File: config.mk
export PLATFORM = sky130hd
export DESIGN_NAME = stack_allocator_with_length_check
export DESIGN_NICKNAME = d
export VERILOG_FILES = /design/src/hw/rtl/sa_pkg.sv /design/src/hw/rtl/sa_len_ram.sv /design/src/hw/rtl/stack_allocator_with_length_check.sv
export VERILOG_INCLUDE_DIRS = /design/src /design/src/hw/rtl
export SDC_FILE = /design/constraint.sdc
export NUM_CORES = 1
export LEC_CHECK = 0
export ABC_AREA = 1
export BUFFER_PORTS_ARGS = -buffer_cell sky130_fd_sc_hd__buf_2
export CORE_MARGIN = 2
export CORE_UTILIZATION = 28
export CTS_CLUSTER_SIZE = 40
export DETAILED_ROUTE_END_ITERATION = 16
export HOLD_SLACK_MARGIN = 0.03
export SLEW_MARGIN = 10
export SYNTH_ARGS = -nofsm -noshare
export SYNTH_HDL_FRONTEND = slang
export SYNTH_SLANG_ARGS = --single-unit
File: constraint.sdc
create_clock -name clk -period 7.02 [get_ports clk]
set_clock_uncertainty 0.15 [all_clocks]
set_input_delay 1.404 -clock clk [delete_from_list [all_inputs] [get_ports clk]]
set_output_delay 1.404 -clock clk [all_outputs]
set_load 0.05 [all_outputs]
File: src/hw/rtl/stack_allocator_with_length_check_defines.svh
// Assertion macros for the stack allocator RTL.
`ifndef STACK_ALLOCATOR_WITH_LENGTH_CHECK_DEFINES_SVH
`define STACK_ALLOCATOR_WITH_LENGTH_CHECK_DEFINES_SVH

`ifndef ASSERT_OFF

// Check a property on clk, disabled while rst_n is low.
`define SA_ASSERT(lbl, prop, msg) \
    lbl: assert property (@(posedge clk) disable iff (!rst_n) (prop)) else $error(msg);

// Check a property on clk at every edge, reset included.
`define SA_ASSERT_ALWAYS(lbl, prop, msg) \
    lbl: assert property (@(posedge clk) (prop)) else $error(msg);

`else

`define SA_ASSERT(lbl, prop, msg)
`define SA_ASSERT_ALWAYS(lbl, prop, msg)

`endif

`endif

File: src/hw/rtl/sa_pkg.sv
// Shared types and constants of the stack allocator.
package sa_pkg;

    localparam int unsigned LEN_W  = 16;
    localparam int unsigned USED_W = 17;

    typedef enum logic [1:0] {
        OP_ALLOC = 2'd0,
        OP_FREE  = 2'd1,
        OP_POP   = 2'd2,
        OP_TOP   = 2'd3
    } op_t;

    typedef enum logic [2:0] {
        ST_OK      = 3'd0,
        ST_OOM     = 3'd1,
        ST_CORRUPT = 3'd2,
        ST_REFUSED = 3'd3,
        ST_EMPTY   = 3'd4
    } status_t;

    typedef logic [LEN_W-1:0] len_t;

endpackage

File: src/hw/rtl/sa_len_ram.sv
// Block length memory: one write port, one read port, registered read data.
module sa_len_ram
    import sa_pkg::*;
#(
    parameter int unsigned DEPTH = 64,
    parameter int unsigned AW    = 6
)
(
    input  logic          clk,
    input  logic          we,
    input  logic [AW-1:0] waddr,
    input  len_t          wdata,
    input  logic          re,
    input  logic [AW-1:0] raddr,
    output len_t          rdata
);

    len_t mem [DEPTH];
    len_t rdata_reg;

    always_ff @(posedge clk)
    begin
        if (we)
        begin
            mem[waddr] <= wdata;
        end
    end

    always_ff @(posedge clk)
    begin
        if (re)
        begin
            rdata_reg <= mem[raddr];
        end
    end

    assign rdata = rdata_reg;

endmodule

File: src/hw/rtl/stack_allocator_with_length_check.sv
// LIFO arena allocator: an APB-programmed pool size, a stream of requests, one result per request.
// Each request is accepted in S_IDLE, then executed against the allocator state in S_EXEC. A free
// or pop that leaves blocks on the stack also passes through S_FILL, where the cached top length
// is refilled from the length memory through its single registered read port. A result waits in the output
// register; the next request is accepted meanwhile, and only an execute that finds the output
// register still full holds until it is taken. The length memory needs no clearing after reset
// or after a pool_size write, since only entries below the block count are ever read.
module stack_allocator_with_length_check
    import sa_pkg::*;
#(
    parameter int unsigned MAX_BLOCKS   = 64,
    parameter int unsigned HEADER_BYTES = 8,
    parameter int unsigned POOL_BYTES   = 65536
)
(
    input  logic        clk,
    input  logic        rst_n,
    // APB configuration port
    input  logic        psel,
    input  logic        penable,
    input  logic        pwrite,
    input  logic [2:0]  paddr,
    input  logic [31:0] pwdata,
    output logic [31:0] prdata,
    output logic        pready,
    // request stream
    input  logic        s_axis_tvalid,
    output logic        s_axis_tready,
    input  logic [31:0] s_axis_tdata,   // block_bytes[15:0], block_offset[31:16]
    input  logic [1:0]  s_axis_tuser,   // op[1:0]
    // result stream
    output logic        m_axis_tvalid,
    input  logic        m_axis_tready,
    output logic [55:0] m_axis_tdata    // ok[0], offset[16:1], length[32:17], used[49:33],
                                        // status[52:50], oom_flag[53], corrupt_flag[54], zero[55]
);

    localparam int unsigned AW    = (MAX_BLOCKS > 1) ? $clog2(MAX_BLOCKS) : 1;
    localparam int unsigned CNT_W = $clog2(MAX_BLOCKS + 1);
    localparam logic [USED_W-1:0] POOL_RST =
        (POOL_BYTES < 65536) ? USED_W'(POOL_BYTES) : USED_W'(65536);

    typedef enum logic [1:0] {
        S_IDLE,
        S_EXEC,
        S_FILL
    } state_t;

    state_t              state_reg, state_next;
    logic [USED_W-1:0]   pool_reg, pool_next;
    logic [USED_W-1:0]   used_reg, used_next;
    logic [CNT_W-1:0]    cnt_reg, cnt_next;
    len_t                top_len_reg, top_len_next;
    logic                oom_reg, oom_next;
    logic                corrupt_reg, corrupt_next;
    op_t                 op_reg;
    len_t                bytes_reg;
    len_t                offs_reg;
    logic                m_valid_reg, m_valid_next;
    logic [55:0]         m_data_reg, m_data_next;

    logic                cfg_wr;
    logic [USED_W-1:0]   cfg_pool;
    logic                out_free;
    logic [USED_W-1:0]   top_off;
    logic [USED_W:0]     fit_sum;
    logic                stack_empty;
    logic                stack_full;
    status_t             status;
    len_t                r_off;
    len_t                r_len;
    logic                mem_we;
    logic                mem_re;
    logic [AW-1:0]       mem_raddr;
    len_t                mem_rdata;
    logic [CNT_W-1:0]    cnt_m2;

    assign pready = 1'b1;
    assign cfg_wr = psel && penable && pwrite && (paddr[2] == 1'b0);
    assign cfg_pool = (32'(pwdata[USED_W-1:0]) > POOL_BYTES) ? USED_W'(POOL_BYTES)
                                                            : pwdata[USED_W-1:0];
    assign prdata = (paddr[2] == 1'b0) ? 32'(pool_reg) : 32'd0;

    assign s_axis_tready = (state_reg == S_IDLE);
    assign m_axis_tvalid = m_valid_reg;
    assign m_axis_tdata  = m_data_reg;
    assign out_free      = !m_valid_reg || m_axis_tready;

    assign stack_empty = (cnt_reg == '0);
    assign stack_full  = (cnt_reg == CNT_W'(MAX_BLOCKS));
    assign top_off     = used_reg - USED_W'(top_len_reg) - USED_W'(HEADER_BYTES);
    assign fit_sum     = {1'b0, used_reg} + (USED_W+1)'(bytes_reg)
                         + (USED_W+1)'(HEADER_BYTES);
    assign cnt_m2      = cnt_reg - CNT_W'(2);

    sa_len_ram #(
        .DEPTH (MAX_BLOCKS),
        .AW    (AW)
    ) u_len_ram (
        .clk   (clk),
        .we    (mem_we),
        .waddr (cnt_reg[AW-1:0]),
        .wdata (bytes_reg),
        .re    (mem_re),
        .raddr (mem_raddr),
        .rdata (mem_rdata)
    );

    always_comb
    begin
        state_next   = state_reg;
        pool_next    = pool_reg;
        used_next    = used_reg;
        cnt_next     = cnt_reg;
        top_len_next = top_len_reg;
        oom_next     = oom_reg;
        corrupt_next = corrupt_reg;
        m_valid_next = m_valid_reg && !m_axis_tready;
        m_data_next  = m_data_reg;
        status       = ST_OK;
        r_off        = '0;
        r_len        = '0;
        mem_we       = 1'b0;
        mem_re       = 1'b0;
        mem_raddr    = cnt_m2[AW-1:0];

        // the held request acts on the allocator only in the execute cycle
        if (state_reg == S_EXEC)
        begin
            case (op_reg)
                OP_ALLOC:
                begin
                    if (bytes_reg == '0)
                    begin
                        status = ST_EMPTY;
                    end
                    else if (oom_reg || corrupt_reg)
                    begin
                        status = ST_REFUSED;
                    end
                    else if (stack_full || (fit_sum > {1'b0, pool_reg}))
                    begin
                        status   = ST_OOM;
                        oom_next = 1'b1;
                    end
                    else
                    begin
                        r_off        = used_reg[LEN_W-1:0];
                        r_len        = bytes_reg;
                        used_next    = fit_sum[USED_W-1:0];
                        cnt_next     = cnt_reg + CNT_W'(1);
                        top_len_next = bytes_reg;
                        mem_we       = 1'b1;
                    end
                end
                OP_FREE, OP_POP:
                begin
                    if (op_reg == OP_POP && stack_empty)
                    begin
                        status = ST_EMPTY;
                    end
                    else if (corrupt_reg)
                    begin
                        status = ST_REFUSED;
                    end
                    else if (stack_empty)
                    begin
                        status       = ST_CORRUPT;
                        corrupt_next = 1'b1;
                    end
                    else if (op_reg == OP_FREE &&
                             (top_len_reg != bytes_reg || top_off[LEN_W-1:0] != offs_reg))
                    begin
                        status       = ST_CORRUPT;
                        corrupt_next = 1'b1;
                    end
                    else
                    begin
                        r_off     = top_off[LEN_W-1:0];
                        r_len     = top_len_reg;
                        used_next = top_off;
                        cnt_next  = cnt_reg - CNT_W'(1);
                        mem_re    = (cnt_reg != CNT_W'(1));
                    end
                end
                OP_TOP:
                begin
                    if (stack_empty)
                    begin
                        status = ST_EMPTY;
                    end
                    else
                    begin
                        r_off = top_off[LEN_W-1:0];
                        r_len = top_len_reg;
                    end
                end
                default:
                begin
                    status = ST_EMPTY;
                end
            endcase
        end

        case (state_reg)
            S_IDLE:
            begin
                if (s_axis_tvalid)
                begin
                    state_next = S_EXEC;
                end
            end
            S_EXEC:
            begin
                if (out_free)
                begin
                    m_valid_next = 1'b1;
                    m_data_next  = {1'b0, corrupt_next, oom_next, status, used_next,
                                    r_len, r_off, (status == ST_OK)};
                    state_next   = mem_re ? S_FILL : S_IDLE;
                end
                else
                begin
                    // hold all state until the output register frees up
                    used_next    = used_reg;
                    cnt_next     = cnt_reg;
                    top_len_next = top_len_reg;
                    oom_next     = oom_reg;
                    corrupt_next = corrupt_reg;
                    mem_we       = 1'b0;
                    mem_re       = 1'b0;
                end
            end
            S_FILL:
            begin
                top_len_next = mem_rdata;
                state_next   = S_IDLE;
            end
            default:
            begin
                state_next = S_IDLE;
            end
        endcase

        if (cfg_wr)
        begin
            pool_next    = cfg_pool;
            used_next    = '0;
            cnt_next     = '0;
            oom_next     = 1'b0;
            corrupt_next = 1'b0;
        end
    end

    always_ff @(posedge clk or negedge rst_n)
    begin
        if (!rst_n)
        begin
            state_reg   <= S_IDLE;
            pool_reg    <= POOL_RST;
            used_reg    <= '0;
            cnt_reg     <= '0;
            oom_reg     <= 1'b0;
            corrupt_reg <= 1'b0;
            m_valid_reg <= 1'b0;
        end
        else
        begin
            state_reg   <= state_next;
            pool_reg    <= pool_next;
            used_reg    <= used_next;
            cnt_reg     <= cnt_next;
            oom_reg     <= oom_next;
            corrupt_reg <= corrupt_next;
            m_valid_reg <= m_valid_next;
        end
    end

    // payload registers
    always_ff @(posedge clk)
    begin
        top_len_reg <= top_len_next;
        m_data_reg  <= m_data_next;
        if (s_axis_tvalid && s_axis_tready)
        begin
            op_reg    <= op_t'(s_axis_tuser);
            bytes_reg <= s_axis_tdata[15:0];
            offs_reg  <= s_axis_tdata[31:16];
        end
    end

`include "stack_allocator_with_length_check_defines.svh"

    `SA_ASSERT_ALWAYS(a_cnt_bound, cnt_reg <= CNT_W'(MAX_BLOCKS), "block count above limit")
    `SA_ASSERT_ALWAYS(a_used_bound, used_reg <= pool_reg, "used bytes exceed pool size")
    `SA_ASSERT_ALWAYS(a_empty_used, (cnt_reg != '0) || (used_reg == '0),
                      "empty stack with bytes in use")
    `SA_ASSERT(a_result_src, $rose(m_axis_tvalid) |-> $past(state_reg) == S_EXEC,
               "result raised outside execute")

endmodule
==> out/metrics.cfg <==
[global_routing]
grt_max_degree=204
grt_pass1_wl_um=216500
antenna_found_initial=6
grt_overflow=0
grt_use_total=0.1543
first_global_vias=32650

[critical_path]
start_kind=register
crit_required_ns=7.28
crit_top_cell=nand2_1
path_max_fanout=16
critPathSlowestCell=dfrtp_1
path_class=register to register
critPathMaxStageDelay_ns=0.47
cp-end-kind=register
cp.arrival_ns=6.28

[floorplanning]
rows=157
core_area_um2=182500
fp.dieH_um=431.8
dieArea_um2=186400
start_util=0.2808
io-pin-count=167
die_w_um=431.8

[clocking]
cts_resized=0
cts_htree_levels=3
cts_setup_buffers=0
hold_buffers=0
cts_tree=built
cts_buffer_depth=3
clock_latency_ns=0.75
cts-root-buf=clkbuf_16
path_clk_slew_ns=0.06
numCtsBuffers=121
cts.sinks=1191

[logic_synthesis]
yosysWarnings=0
synthCells=4379
yosys-top-cells-area=edfxtp_1, o21ai_0, nor2_1, o22ai_1, nand2_1
ys.flop_type=edfxtp_1
ys_seq_area_frac=0.6935
netlist-cell-type-count=52
netlist_area_um2=51240
synth_seq_cells=1191
synth_edf_count=1145
synth.top_cell.area_share=0.6710
async_flop_share=0.03862
synth_largest_area_cell=edfxtp_1
avgSynthCellArea_um2=11.70

[route]
viasPerCell=5.026
ant_nets=0
drt_wl_total_um=149800
wl_per_cell_um=21.41
drtIter0Drc=4209
drc=0
first_pass_iters=7
vias=35160

[min_path]
hold_path_class=register to register

[pwr]
ir_drop_mv=0.2942
p_int_mw=15.00
leakagePower_nw=20.60
p_switching_mw=11.36
power.density_nw_per_um2=446.8
combPwrFrac=0.422
p_sw_frac=0.4311
pwr-share-seq=0.328
pwr-share-clk=0.250

[finish]
fillCellCount=18070
final_cells=6996
nets=4672
area_growth_pct=15.13
top_register=u_len_ram.mem
drive_gt1_frac=0.1127
largest_reg_flops=1024

[placed_design]
dp.cells=6764
hpwl_um=87780
portBuffers=132
routabilityCongestion=0.8987

[timing]
slew_violations=0
period_needed_ns=6.018
slew_headroom=0.2472
fin_crit_sh=0.8573
rsz0062_at_grt=no
tightest_slew_ns=1.125
finalSetupViolCount=0
fin_tns_setup_ns=0
hold_ws_ns=0.3844
hold_viol=0
timing.fmax_mhz=166.2

[flow_run]
timing.max_cap.violations=0

[outcome]
status=finished, final reports clean

==> layout by cell type, fill, tap and decap left out, types with 22 or more instances in the layout <==
cell type / Yosys / routed
o22ai_1: 278 / 278
nor2_1: 833 / 831
a21oi_1: 48 / 48
nand3_1: 111 / 111
o21ai_1: 40 / 40
clkbuf_16: 0 / 121
ha_1: 92 / 91
nand4_1: 28 / 28
clkinv_2: 0 / 35
nand2_1: 378 / 378
nand3_2: 33 / 33
edfxtp_1: 1145 / 1145
buf_2: 17 / 132
o21ai_0: 661 / 661
clkinv_1: 7 / 32
buf_4: 19 / 118
o221ai_1: 22 / 22
inv_1: 223 / 221
dfrtp_1: 45 / 43
==> worst paths after layout <==
kind                                          from                               to  slack [ns]  depth (start not counted)
setup / recovery           used_reg[1]$_DFFE_PN0N_  u_len_ram.mem[31][10]$_DFFE_PP_        1.00                         30
hold / removal             used_reg[3]$_DFFE_PN0N_          used_reg[3]$_DFFE_PN0N_        0.38                          2
setup reg to reg           used_reg[1]$_DFFE_PN0N_  u_len_ram.mem[31][10]$_DFFE_PP_        1.00                         30
hold reg to reg            used_reg[3]$_DFFE_PN0N_          used_reg[3]$_DFFE_PN0N_        0.38                          2
max in group asynchronous                    rst_n           cnt_reg[1]$_DFFE_PN0P_        5.54                          2
min in group asynchronous                    rst_n         used_reg[12]$_DFFE_PN0N_        0.62                          2
==> critical path, delay by kind of cell (launching register included) <==
family	cells	cell delay, ns
AO/OA/AOI/OAI	5	0.96
flip-flops	1	0.47
buffers and inverters	6	1.20
XOR/XNOR	1	0.17
AND/OR/NAND/NOR	14	1.47
adder cells (fa/ha/maj)	4	1.22
==> synthesized netlist by cell type (all sizes together), types with 2 or more instances <==
library cell  instances
o22ai               278
xor2                 14
nand4                29
xnor2                10
o221ai               22
o311ai                9
clkinv                7
o21bai               11
nand3b               11
a21o                  3
nor4                  6
ha                   92
dfrtp                45
clkbuf              224
conb                  2
o211ai               13
buf                  49
nor2                837
edfxtp             1145
a21boi               14
nand2               387
nand3               144
a21oi                51
nor3                 18
o32ai                13
or2                   3
o21ai               701
fa                    2
inv                 230
and2                  2
==> area by class of cell <==
type                    count  area (um^2)  area share
inverters                 237        907.1     0.01538
flip-flops and latches   1191        35540      0.6025
clock buffers             136         3094     0.05245
well taps                2385         2984     0.05058
repair buffers            258         1707     0.02893
diodes                      4        10.01   0.0001697
clock inverters            92        993.5     0.01684
multi-input cells        2693        13760      0.2332
==> power by group through the flow <==
stage / registers (mW) / clock network [mW] / logic (mW)
after global placement: 8.77 / 0 / 10.9
after floorplan: 9.08 / 0 / 6.55
after detailed placement: 8.78 / 0 / 11.0
after global routing: 8.66 / 6.97 / 12.0
after CTS: 8.63 / 6.68 / 11.0
final: 8.63 / 6.60 / 11.1
==> metal layers <==
metal / share of wire / GRT usage / vias to the layer above / wire length [um]
met5: 0 / 0 / - / 0
met4: 0.051 / 0.07343 / 0 / 7619
met3: 0.081 / 0.02173 / 298 / 12060
met2: 0.45 / 0.2365 / 1586 / 66920
met1: 0.42 / 0.2150 / 17220 / 63150
li1: - / - / 16050 / -
==> kinds of logic after synthesis <==
group,synth area share
and+or+nand+nor,0.1169
DFF,0.6935
AOI/OAI and AO/OA,0.1219
buffers and inverters,0.04017
adders and majority gates,0.02325
xor gates and xnor gates,0.004102
other,0.0001466
==> through the flow <==
step / total power [mW] / setup slack [ns] / util / area (um^2)
floorplan: 15.63 / 0.9376 / - / 51300
global placement: 19.66 / 0.9904 / 0.3008 / 54900
detailed placement: 19.75 / 1.053 / 0.3008 / 54900
CTS: 26.32 / 1.018 / 0.3232 / 58980
global route: 27.67 / 0.6397 / 0.3233 / 58990
finish: 26.36 / 1.002 / 0.3233 / 58990
Note: power is estimated with default switching activity, not from simulation.
